## src/design/button_click_classifier_top_macros.svh

```systemverilog
// Assertion macros shared by the button click classifier modules.
// Depends on nothing; every user has a clock named clk and a reset named rst.
`ifndef BUTTON_CLICK_CLASSIFIER_TOP_MACROS_SVH
`define BUTTON_CLICK_CLASSIFIER_TOP_MACROS_SVH

// Same-cycle implication, disabled during reset.
`define BCC_ASSERT_SAME(label, ante, cons, msg) \
  label: assert property (@(posedge clk) disable iff (rst) (ante) |-> (cons)) \
    else $error(msg);

// Next-cycle implication, disabled during reset.
`define BCC_ASSERT_NEXT(label, ante, cons, msg) \
  label: assert property (@(posedge clk) disable iff (rst) (ante) |=> (cons)) \
    else $error(msg);

`endif

```

## src/design/bcc_pkg.sv

```systemverilog
// Shared types and constants of the button click classifier.
// Depends on nothing; used by bcc_lane, bcc_merge and the top level.
`default_nettype none

package bcc_pkg;

  localparam int BUTTONS = 8;
  localparam int HOLD_W  = 15;
  localparam logic [HOLD_W-1:0] HOLD_MAX = 15'h7FFF;

  typedef enum logic [2:0] {
    KIND_PRESSED  = 3'd0,
    KIND_RELEASED = 3'd1,
    KIND_CLICK    = 3'd2,
    KIND_DOUBLE   = 3'd3,
    KIND_LONG     = 3'd4
  } bcc_kind_t;

  typedef enum logic [2:0] {
    REG_BUTTON_COUNT  = 3'd0,
    REG_ACTIVE_LEVELS = 3'd1,
    REG_DEBOUNCED     = 3'd2,
    REG_CLICK_TIME    = 3'd3,
    REG_LONG_TIME     = 3'd4,
    REG_DOUBLE_WINDOW = 3'd5
  } bcc_reg_t;

  typedef enum logic [1:0] {
    ST_IDLE,
    ST_LANES,
    ST_DRAIN
  } bcc_state_t;

  typedef struct packed {
    logic [31:0] now_ms;
    logic [7:0]  raw_levels;
  } bcc_in_t;

  typedef struct packed {
    logic [2:0] event_kind;
    logic [2:0] button_index;
    logic       last_event;
  } bcc_out_t;

  typedef struct packed {
    logic              debounced;
    logic [HOLD_W-1:0] click_min;
    logic [HOLD_W-1:0] long_time;
    logic [HOLD_W-1:0] window;
  } bcc_cfg_t;

  typedef struct packed {
    logic              en;
    logic              dt_nz;
    logic [HOLD_W-1:0] dt;
  } bcc_step_t;

  typedef struct packed {
    logic      valid;
    bcc_kind_t kind;
  } bcc_lane_ev_t;

endpackage

`default_nettype wire

```

## src/design/bcc_lane.sv

```systemverilog
// One button slot: hold/window timekeeping and release classification.
// Depends on bcc_pkg.
`default_nettype none

module bcc_lane (
  input  wire logic                 clk,
  input  wire logic                 rst,
  input  wire bcc_pkg::bcc_step_t   step,
  input  wire bcc_pkg::bcc_cfg_t    cfg,
  input  wire logic                 pressed_now,
  output bcc_pkg::bcc_lane_ev_t     ev
);

  logic                       pflag, pflag_next;
  logic                       pend, pend_next;
  logic [bcc_pkg::HOLD_W-1:0] hold, hold_next;

  logic                       pend_u;
  logic [bcc_pkg::HOLD_W-1:0] hold_u;
  logic [bcc_pkg::HOLD_W:0]   sum;
  bcc_pkg::bcc_kind_t         rel_kind;

  // Advance elapsed time, then classify the current level.
  always_comb begin
    sum    = {1'b0, hold} + {1'b0, step.dt};
    pend_u = pend;
    hold_u = hold;
    if (step.dt_nz) begin
      if (pflag) begin
        hold_u = (sum >= {1'b0, bcc_pkg::HOLD_MAX}) ? bcc_pkg::HOLD_MAX
                                                    : sum[bcc_pkg::HOLD_W-1:0];
      end else if (pend) begin
        if (step.dt >= hold) begin
          pend_u = 1'b0;
          hold_u = '0;
        end else begin
          hold_u = hold - step.dt;
        end
      end
    end

    priority if (hold_u >= cfg.long_time) begin
      rel_kind = bcc_pkg::KIND_LONG;
    end else if (hold_u >= cfg.click_min) begin
      rel_kind = pend_u ? bcc_pkg::KIND_DOUBLE : bcc_pkg::KIND_CLICK;
    end else begin
      rel_kind = bcc_pkg::KIND_RELEASED;
    end

    pflag_next = pflag;
    pend_next  = pend_u;
    hold_next  = hold_u;
    ev.valid   = 1'b0;
    ev.kind    = bcc_pkg::KIND_PRESSED;
    if (pressed_now) begin
      if (!pflag) begin
        ev.valid   = !cfg.debounced;
        pflag_next = 1'b1;
        hold_next  = '0;
      end
    end else if (pflag) begin
      ev.valid   = (rel_kind != bcc_pkg::KIND_RELEASED) || !cfg.debounced;
      ev.kind    = rel_kind;
      pflag_next = 1'b0;
      pend_next  = 1'b1;
      hold_next  = cfg.window;
    end
    ev.valid = ev.valid && step.en;
  end

  always_ff @(posedge clk) begin
    if (rst) begin
      pflag <= 1'b0;
      pend  <= 1'b0;
      hold  <= '0;
    end else if (step.en) begin
      pflag <= pflag_next;
      pend  <= pend_next;
      hold  <= hold_next;
    end
  end

endmodule

`default_nettype wire

```

## src/design/bcc_merge.sv

```systemverilog
// Merge stage: latch lane events, drain them in slot order into the output register.
// Depends on bcc_pkg and the assertion macro header.
`default_nettype none
`include "button_click_classifier_top_macros.svh"

module bcc_merge (
  input  wire logic                                           clk,
  input  wire logic                                           rst,
  input  wire logic                                           load,
  input  wire bcc_pkg::bcc_lane_ev_t [bcc_pkg::BUTTONS-1:0]   lane_ev,
  output logic                                                empty,
  output logic                                                out_valid,
  input  wire logic                                           out_stall,
  output bcc_pkg::bcc_out_t                                   out_item
);

  logic [bcc_pkg::BUTTONS-1:0] mask;
  logic [bcc_pkg::BUTTONS-1:0] rest;
  bcc_pkg::bcc_kind_t          kinds [bcc_pkg::BUTTONS];
  logic [2:0]                  pick;
  logic                        load_out;

  // Lowest pending slot goes first.
  always_comb begin
    pick = '0;
    for (int i = bcc_pkg::BUTTONS - 1; i >= 0; i--) begin
      if (mask[i]) begin
        pick = 3'(i);
      end
    end
  end

  assign rest     = mask & (mask - 1'b1);
  assign empty    = (mask == '0);
  assign load_out = !empty && (!out_valid || !out_stall);

  always_ff @(posedge clk) begin
    if (rst) begin
      mask      <= '0;
      out_valid <= 1'b0;
    end else begin
      if (load) begin
        for (int i = 0; i < bcc_pkg::BUTTONS; i++) begin
          mask[i] <= lane_ev[i].valid;
        end
      end else if (load_out) begin
        mask <= rest;
      end
      if (load_out) begin
        out_valid <= 1'b1;
      end else if (!out_stall) begin
        out_valid <= 1'b0;
      end
    end
  end

  always_ff @(posedge clk) begin
    if (load) begin
      for (int i = 0; i < bcc_pkg::BUTTONS; i++) begin
        kinds[i] <= lane_ev[i].kind;
      end
    end
    if (load_out) begin
      out_item.event_kind   <= kinds[pick];
      out_item.button_index <= pick;
      out_item.last_event   <= (rest == '0);
    end
  end

  `BCC_ASSERT_SAME(a_load_when_drained, load, empty, "lane events loaded over undrained events")
  `BCC_ASSERT_NEXT(a_last_clears, load_out && (rest == '0), empty && out_item.last_event,
                   "last event sent but events remain")

endmodule

`default_nettype wire

```

## src/design/button_click_classifier_top.sv

```systemverilog
// Button click classifier: top level with config registers, sequencer and lane array.
// Depends on bcc_pkg, bcc_lane, bcc_merge and the assertion macro header.
//
// Usage:
//  - Input channel (in_valid / in_stall / in_item): one item per button edge event,
//    a millisecond timestamp and the raw level of each of the eight slots.
//  - Output channel (out_valid / out_stall / out_item): zero to eight result items per
//    input item, slots in ascending order; last_event marks the final one.
//  - Config port (cfg_write / cfg_index / cfg_data): write while the block is idle.
//  - Timing: an accepted item passes through the lane step, where all slots in use update
//    in parallel, then drains one result per cycle through the merge stage while the
//    receiver does not stall. The first result goes through the step registers, the
//    merge mask and the output register. The block stays busy until the merge stage
//    holds no more events; the next item can be taken while a stalled last result
//    still sits in the output register.
//  - A button count of zero drops the item at once with no state change.
//  - Reset clears all slot state and the previous timestamp, and loads register defaults.
//  - A stalled receiver holds the output register; draining halts until it frees.
`default_nettype none
`include "button_click_classifier_top_macros.svh"

module button_click_classifier_top (
  input  wire logic                 clk,
  input  wire logic                 rst,
  input  wire logic                 in_valid,
  output logic                      in_stall,
  input  wire bcc_pkg::bcc_in_t     in_item,
  output logic                      out_valid,
  input  wire logic                 out_stall,
  output bcc_pkg::bcc_out_t         out_item,
  input  wire logic                 cfg_write,
  input  wire logic [2:0]           cfg_index,
  input  wire logic [14:0]          cfg_data
);

  // Configuration registers.
  logic [3:0]        button_count;
  logic [7:0]        active_levels;
  bcc_pkg::bcc_cfg_t cfg;

  always_ff @(posedge clk) begin
    if (rst) begin
      button_count   <= '0;
      active_levels  <= '0;
      cfg.debounced  <= 1'b0;
      cfg.click_min  <= 15'd50;
      cfg.long_time  <= 15'd1000;
      cfg.window     <= 15'd500;
    end else if (cfg_write) begin
      unique case (cfg_index)
        bcc_pkg::REG_BUTTON_COUNT:  button_count   <= cfg_data[3:0];
        bcc_pkg::REG_ACTIVE_LEVELS: active_levels  <= cfg_data[7:0];
        bcc_pkg::REG_DEBOUNCED:     cfg.debounced  <= cfg_data[0];
        bcc_pkg::REG_CLICK_TIME:    cfg.click_min  <= cfg_data;
        bcc_pkg::REG_LONG_TIME:     cfg.long_time  <= cfg_data;
        bcc_pkg::REG_DOUBLE_WINDOW: cfg.window     <= cfg_data;
        default: ;
      endcase
    end
  end

  // Number of slots served, clipped to the lane count.
  logic [3:0] limit;
  assign limit = (button_count > 4'(bcc_pkg::BUTTONS)) ? 4'(bcc_pkg::BUTTONS) : button_count;

  // Sequencer.
  bcc_pkg::bcc_state_t state, state_next;
  logic                accept;
  logic                merge_empty;

  always_ff @(posedge clk) begin
    if (rst) begin
      state <= bcc_pkg::ST_IDLE;
    end else begin
      state <= state_next;
    end
  end

  always_comb begin
    state_next = state;
    in_stall   = (state != bcc_pkg::ST_IDLE);
    accept     = in_valid && !in_stall;
    unique case (state)
      bcc_pkg::ST_IDLE: begin
        if (accept && (limit != '0)) begin
          state_next = bcc_pkg::ST_LANES;
        end
      end
      bcc_pkg::ST_LANES: begin
        state_next = bcc_pkg::ST_DRAIN;
      end
      bcc_pkg::ST_DRAIN: begin
        if (merge_empty) begin
          state_next = bcc_pkg::ST_IDLE;
        end
      end
      default: state_next = bcc_pkg::ST_IDLE;
    endcase
  end

  // Elapsed time since the previous event, saturated to the hold range.
  logic [31:0]                last_time;
  logic [31:0]                diff;
  logic                       dt_nz;
  logic [bcc_pkg::HOLD_W-1:0] dt_sat;
  logic                       step_nz;
  logic [bcc_pkg::HOLD_W-1:0] step_dt;
  logic [7:0]                 raw_reg;

  assign diff   = in_item.now_ms - last_time;
  assign dt_nz  = (last_time != '0) && (diff != '0);
  assign dt_sat = (diff >= {17'd0, bcc_pkg::HOLD_MAX}) ? bcc_pkg::HOLD_MAX
                                                       : diff[bcc_pkg::HOLD_W-1:0];

  always_ff @(posedge clk) begin
    if (rst) begin
      last_time <= '0;
    end else if (accept && (limit != '0)) begin
      last_time <= in_item.now_ms;
    end
  end

  // Hold the item's step data for the lane cycle.
  always_ff @(posedge clk) begin
    if (accept) begin
      step_nz <= dt_nz;
      step_dt <= dt_sat;
      raw_reg <= in_item.raw_levels;
    end
  end

  // Lane array: every slot in use updates in the same cycle.
  bcc_pkg::bcc_lane_ev_t [bcc_pkg::BUTTONS-1:0] lane_ev;

  for (genvar g = 0; g < bcc_pkg::BUTTONS; g++) begin : g_lane
    bcc_pkg::bcc_step_t lane_step;
    logic               pressed_now;

    assign lane_step.en    = (state == bcc_pkg::ST_LANES) && (4'(g) < limit);
    assign lane_step.dt_nz = step_nz;
    assign lane_step.dt    = step_dt;
    assign pressed_now     = (raw_reg[g] == active_levels[g]);

    bcc_lane u_lane (
      .clk         (clk),
      .rst         (rst),
      .step        (lane_step),
      .cfg         (cfg),
      .pressed_now (pressed_now),
      .ev          (lane_ev[g])
    );
  end

  // Merge stage: serialize the lane events in slot order.
  bcc_merge u_merge (
    .clk       (clk),
    .rst       (rst),
    .load      (state == bcc_pkg::ST_LANES),
    .lane_ev   (lane_ev),
    .empty     (merge_empty),
    .out_valid (out_valid),
    .out_stall (out_stall),
    .out_item  (out_item)
  );

  `BCC_ASSERT_NEXT(a_accept_to_lanes, accept && (limit != '0),
                   (state == bcc_pkg::ST_LANES) && (last_time == $past(in_item.now_ms)),
                   "accepted item did not reach the lane step")
  `BCC_ASSERT_NEXT(a_no_slots_drop, accept && (limit == '0),
                   (state == bcc_pkg::ST_IDLE) && $stable(last_time),
                   "item with no slots changed state")
  `BCC_ASSERT_NEXT(a_lanes_to_drain, state == bcc_pkg::ST_LANES,
                   state == bcc_pkg::ST_DRAIN, "lane step not followed by drain")

endmodule

`default_nettype wire

```

## config.mk

```make
export PLATFORM = sky130hd
export DESIGN_NAME = button_click_classifier_top
export DESIGN_NICKNAME = d
export VERILOG_FILES = /design/src/design/bcc_pkg.sv /design/src/design/bcc_lane.sv /design/src/design/bcc_merge.sv /design/src/design/button_click_classifier_top.sv
export VERILOG_INCLUDE_DIRS = /design/src /design/src/design
export SDC_FILE = /design/constraint.sdc
export NUM_CORES = 2
export LEC_CHECK = 0
export BUFFER_PORTS_ARGS = -buffer_cell sky130_fd_sc_hd__buf_2
export CAP_MARGIN = 5
export CORE_AREA = 2 2 285 287
export CTS_CLUSTER_SIZE = 25
export DETAILED_ROUTE_END_ITERATION = 6
export DIE_AREA = 0 0 287 289
export GPL_ROUTABILITY_DRIVEN = 0
export SETUP_SLACK_MARGIN = 0.15
export SLEW_MARGIN = 20
export SYNTH_ARGS = -nofsm -noshare
export SYNTH_HDL_FRONTEND = slang
export SYNTH_SLANG_ARGS = --single-unit
```

## constraint.sdc

```tcl
create_clock -name clk -period 6.4 [get_ports clk]
set_input_delay 0.96 -clock clk [delete_from_list [all_inputs] [get_ports clk]]
set_output_delay 0.96 -clock clk [all_outputs]
set_load 0.01 [all_outputs]
```

# Word-level counts from Yosys, hierarchy flattened
# Memory sizes are Yosys's and may differ from the RTL's. A register that Yosys moved wholly into a read port is not among the register bits.
# Index checks and enable logic that the tools add are counted.
# totals
word_cells	371
mem_bits_rw	24
in_bits	63
out_inout_bits	9
ff_bits	265
mem_count	1
# classes
mux	194
n_bitwise	1
reduce_logical	50
magnitude_cmp	42
n_addsub	18
eq_ne	26
# mem_list
memory	depth	word_bits	rd	rd_clocked_by_memory_dff	wr	line	rtl
u_merge.kinds	8	3	1	1	8	bcc_merge.sv:19	bcc_pkg::bcc_kind_t kinds [bcc_pkg::BUTTONS];
# op_table
cell	n
$mux 15	64
$ge 15x15->1	24
$add 15x15->16	8
$ge 16x15->1 const B	8
$sub 15x15->15	8
$mux 3	32
$mux 1	84
$reduce_bool 32->1	2
$mux 4	9
$ge 32x15->1 const B	1
$sub 32x32->32	1
$ne 3x1->1 const B	8
$logic_and 1x1->1	20
$logic_not 8->1	2
$lt 3x4->1 const A	4
$mux 8	2
$reduce_and 2->1	7
$logic_or 1x1->1	9
$and 8x8->8	1
$eq 1x1->1	8
$lt 1x4->1 const A	2
$lt 2x4->1 const A	2
$sub 8x1->8 const B	1
$eq 3x2->1 const B	2
other kinds (14)	22

# Depth between registers and ports, before layout
# depth
ltp_word	14
mapped_depth	26
ltp_nobuf	25

# Hierarchy
# Synthesis repeated with hierarchy kept, for this count alone.
# unflattened
cells_unflattened	5560
area_unflattened_um2	41010.6
# modules_own_cells
module	cells_per_inst	seq_area_each_um2	area_each_um2	n_inst
bcc_lane (g_lane[1].u_lane ...)	579	340.3	4124.0	5
bcc_lane (g_lane[0].u_lane ...)	577	340.3	4102.7	3
button_click_classifier_top	794	2562.5	6342.3	1
bcc_merge	140	1111.1	1740.4	1

# Worst setup path after synthesis
# Ideal clock, no wire load.
# synth_timing
path_kind	flip-flop to flip-flop
from	reg step_dt[1] in the netlist's numbering
to	mem u_merge.kinds[4][1] in the netlist's numbering (data pin)
path_slack_ps	521
n_path_buf	0
t_arrival_ps	5625
required_ps	6146
stages_incl_launch_ff	21
setup_ps	254
period_less_slack_ps	5879
cell_sequence	edfxtp_1 > inv_1 > ha_1 > nand2b_1 > a211oi_1 > mux2_2 > a2111o_1 > or4_1 > or4b_1 > nor4_1 > a2111oi_0 > nor2_1 > ha_1 > a21o_1 > a21o_1 > a21o_1 > a21o_1 > a211oi_1 > o21a_1 > o21ai_0 > nor2b_1
# synth_lines
element	line	rtl
from (decl)	button_click_classifier_top.sv:107	logic [bcc_pkg::HOLD_W-1:0] step_dt;
from (signal assigned)	button_click_classifier_top.sv:127	step_dt <= dt_sat;
to (decl)	bcc_merge.sv:19	

# Worst setup path after layout
# layout_timing
from	reg step_dt[13] in the netlist's numbering
to	reg u_merge.mask[0] in the netlist's numbering
# layout_via
elab_chain_len	14
elab_cells_between_ends	24
classes_between	2 x add/sub; 4 x order compare; 1 x eq/ne; 15 x mux; 2 x reduce/logical
# layout_rtl
element	line	rtl
$add 15x15->16 (tied with other cells)	bcc_lane.sv:25	sum = {1'b0, hold} + {1'b0, step.dt};
$ge 16x15->1 (tied with other cells)	bcc_lane.sv:30	hold_u = (sum >= {1'b0, bcc_pkg::HOLD_MAX}) ? bcc_pkg::HOLD_MAX
$mux 15 (tied with other cells)	bcc_lane.sv:30	
$mux 15 or $mux 1 (tied branches)	bcc_lane.sv:29	if (pflag) begin
$mux 15 or $mux 1 (tied branches)	bcc_lane.sv:28	if (step.dt_nz) begin
$ge 15x15->1 or $mux 1 (tied branches)	bcc_lane.sv:44, bcc_lane.sv:45	
$mux 3	bcc_lane.sv:44	end else if (hold_u >= cfg.click_min) begin
$mux 3 *	bcc_lane.sv:42	priority if (hold_u >= cfg.long_time) begin
$ne 3x1->1 *	bcc_lane.sv:62	ev.valid = (rel_kind != bcc_pkg::KIND_RELEASED) || !cfg.debounced;
$logic_or 1x1->1 *	bcc_lane.sv:62	
$mux 4 *	bcc_lane.sv:61	end else if (pflag) begin
$mux 1 *	bcc_lane.sv:55	if (pressed_now) begin
$logic_and 1x1->1 *	bcc_lane.sv:68	ev.valid = ev.valid && step.en;
$mux 8 *	bcc_merge.sv:42	if (load) begin
to (signal, indexed assignment)	bcc_merge.sv:44	mask[i] <= lane_ev[i].valid;
to (signal assigned)	bcc_merge.sv:47	mask <= rest;
to (decl)	bcc_merge.sv:17	logic [bcc_pkg::BUTTONS-1:0] mask;
# Mark *: on every way between the ends. The rest lies on a longest branch, timed or not.
# A chain may end at the register's enable or synchronous reset.

==> impl_metrics.ini <==
[layout]
drive_gt1_share_pct = 7.196
reg_top3 = g_lane.u_lane.hold: 120 flops, cfg: 46 flops, last_time: 32 flops
final_common_cell = ha_1
final_util_pct = 48.30
syn2layout_area_growth_pct = 8.069
regMostFlops = g_lane.u_lane.hold
final_cell_mix = ha_1 (511), nor2_1 (475), a21oi_1 (462), nand2_1 (452), o21ai_0 (276)
largest_reg_flops = 120
layout.nets = 5372

[floorplan]
fp.dieW_um = 287
core_area_um2 = 79900
num_rows = 104
die_y_um = 289
dieArea_um2 = 82940
ioPinCount = 72
start_util_pct = 44.69

[global_route]
grt_antenna_before_repair = 14
grt_max_degree = 121
grt_pass1_vias = 34810
grt_pass1_wl_mm = 222.3
track_usage_pct = 35.31
grt_overflow = 0

[placed_design]
hpwlAfterDp_mm = 111.3
port_buffers = 71

[clock_tree]
clkLatencyLatePin_ps = 610
clkSinkCount = 292
cts_buffer_depth = 3
clk_pin_slew_ps = 60
cts_tree = yes
cts_buffers = 38
htree_levels = 2
ctsRootBufferMaster = clkbuf_16

[critical_path]
worstRegToRegCells = 20
arrival_ps = 6440
crit_type = reg2reg
cp_max_fo = 11
critPathCaptureType = flop
critPathRequiredTime_ps = 6820
worst_setup_path_start_kind = flop

[route]
route.detailed.drc = 0
drt-initial-drc-count = 4845
vias_per_cell = 6.533
dr.pass1.iters = 6
drt.antenna.violating_nets = 0
wl_per_cell_um = 25.90
totalWireLength_mm = 152.3
dr_total_vias = 38405

[synthesis]
synth_edf_count = 55
yosysTopAreaCell = ha_1
synth_cell_type_count = 108
synth_nets = 5409
synth_top_area_share_pct = 17.90
ys_top_cells_by_area = ha_1 (18%), dfxtp_1 (13%), a21oi_1 (6.5%)
mappedNetlistArea_um2 = 35710
syn_area_per_cell_um2 = 7.412
seq_area_frac_synth_pct = 17.91
yosysWarnings = 0
synthArstFlopShare_pct = 0
ys_ff_latch = 292
ys.flop_type = dfxtp_1
syn_inst = 4818

[pwr]
cellLeakagePower_uw = 0.01610
vdd_drop_max_v = 0.0002028
powerDensity_nw_per_um2 = 137.0

[timing]
report.final.hold_viol_count = 0
hold_ws_ps = 455.0
clock_skew_ps = 47.64
max_freq_ghz = 0.1660
maxSlewHeadroom_pct = 19.41
layout_worst_path_cycle_share_pct = 94.15
finalSetupViolCount = 0
finalMaxSlewViolations = 0
grt_setup_unrepaired = no
tns_ps = 0
finalCriticalPeriod_ps = 6025
worst_pin_slew_ps = 1207

[hold_path]
hold_path.class = reg2reg
holdPathStages = 2

[run_status]
outcome = complete, no violations

[run]
maxCapViolCount = 0
-- critical path: stages (launching register included) --
cell and delay [ps]:
edfxtp_1 380, inv_1 710, ha_1 490, o21ai_0 300, a22o_1 210, nor2_1 80, or4_1 500, or4_1 400
or4b_1 470, o31ai_1 370, o221ai_1 200, nand2_1 150, ha_1 260, nand4_1 90, o21ai_0 90, a221oi_1 290
a21oi_1 110, a211oi_1 350, nand3_1 120, nand3_1 160, a21oi_1 80
-- cell usage after synthesis (all sizes together) (22+ instances only) --
library cell  instances
a21oi               466
nand3                99
a31oi                92
a211oi               96
inv                 251
edfxtp               55
xor2                 47
clkbuf              240
o21ai               292
mux2i                28
nor4                 36
o22ai                22
a211o                24
dfxtp               237
o31ai                33
buf                  23
ha                  511
and3                 37
a221oi               59
nand4                43
nor2b                85
nor3                139
and2                 36
or3                  28
o211ai               53
nor2                477
a2111oi              23
o21bai               45
nand2               453
xnor2               134
nand2b              100
a21o                130
o21a                 57
a311oi               26
-- power by group --
part / switching [uW] / internal [uW] / total (uW)
Clock: 978 / 1310 / 2280
Combinational: 691 / 352 / 1040
Sequential: 51.9 / 1910 / 1960
-- path summary, 6_finish.rpt --
check | startpoint | end | slack [ps]
hold reg to reg | cfg[36] | cfg[36] | 450
setup / recovery | step_dt[13] | u_merge.mask[0] | 370
hold / removal | cfg[36] | cfg[36] | 450
setup reg to reg | step_dt[13] | u_merge.mask[0] | 370
-- cell type report --
type,count,area [um2]
fillers,8027,41310
well taps,1060,1326
clock buffers,50,1057
clock inverters,17,237.7
repair buffers,187,1285
diodes,11,27.53
multi-input cells,4008,27300
inverters,254,960.9
flip-flops and latches,292,6399
-- what timing repair did --
| item | in CTS | in global routing |
|---|---|---|
| setup endpoints to repair | 0 | 28 |
| gates resized for setup | 0 | 11 |
| buffers inserted | 0 | 3 |
| hold buffers | 0 | 0 |
-- stage by stage --
step / std cells / area [um2] / total power (uW) / setup WS [ps]
3_3_place_gp: 5797 / 37170 / 2993 / 319.4
3_5_place_dp: 5797 / 37180 / 2998 / 243.6
2_1_floorplan: 4818 / 35710 / 2651 / 520.7
6_report: 5879 / 38590 / 5286 / 374.6
5_1_grt: 5868 / 38560 / 5436 / 155.3
4_1_cts: 5864 / 38470 / 5250 / 199.6
-- cells by family after synthesis --
group / synth area share, %
AND/OR/NAND/NOR: 21.84
AO/OA/AOI/OAI: 29.87
adder cells (fa/ha/maj): 18.89
buffers and inverters: 5.799
flip-flops: 17.91
XOR/XNOR: 4.439
multiplexers: 1.258
-- routing by layer --
layer | track usage, % | wire length, um | vias up
met5 | 0 | 109 | -
met4 | 20.59 | 9634 | 16
met3 | 8.504 | 18000 | 449
met2 | 52.21 | 62810 | 2246
met1 | 46.68 | 61690 | 18081
li1 | - | - | 17613
Note: power is estimated with default switching activity, not from simulation.
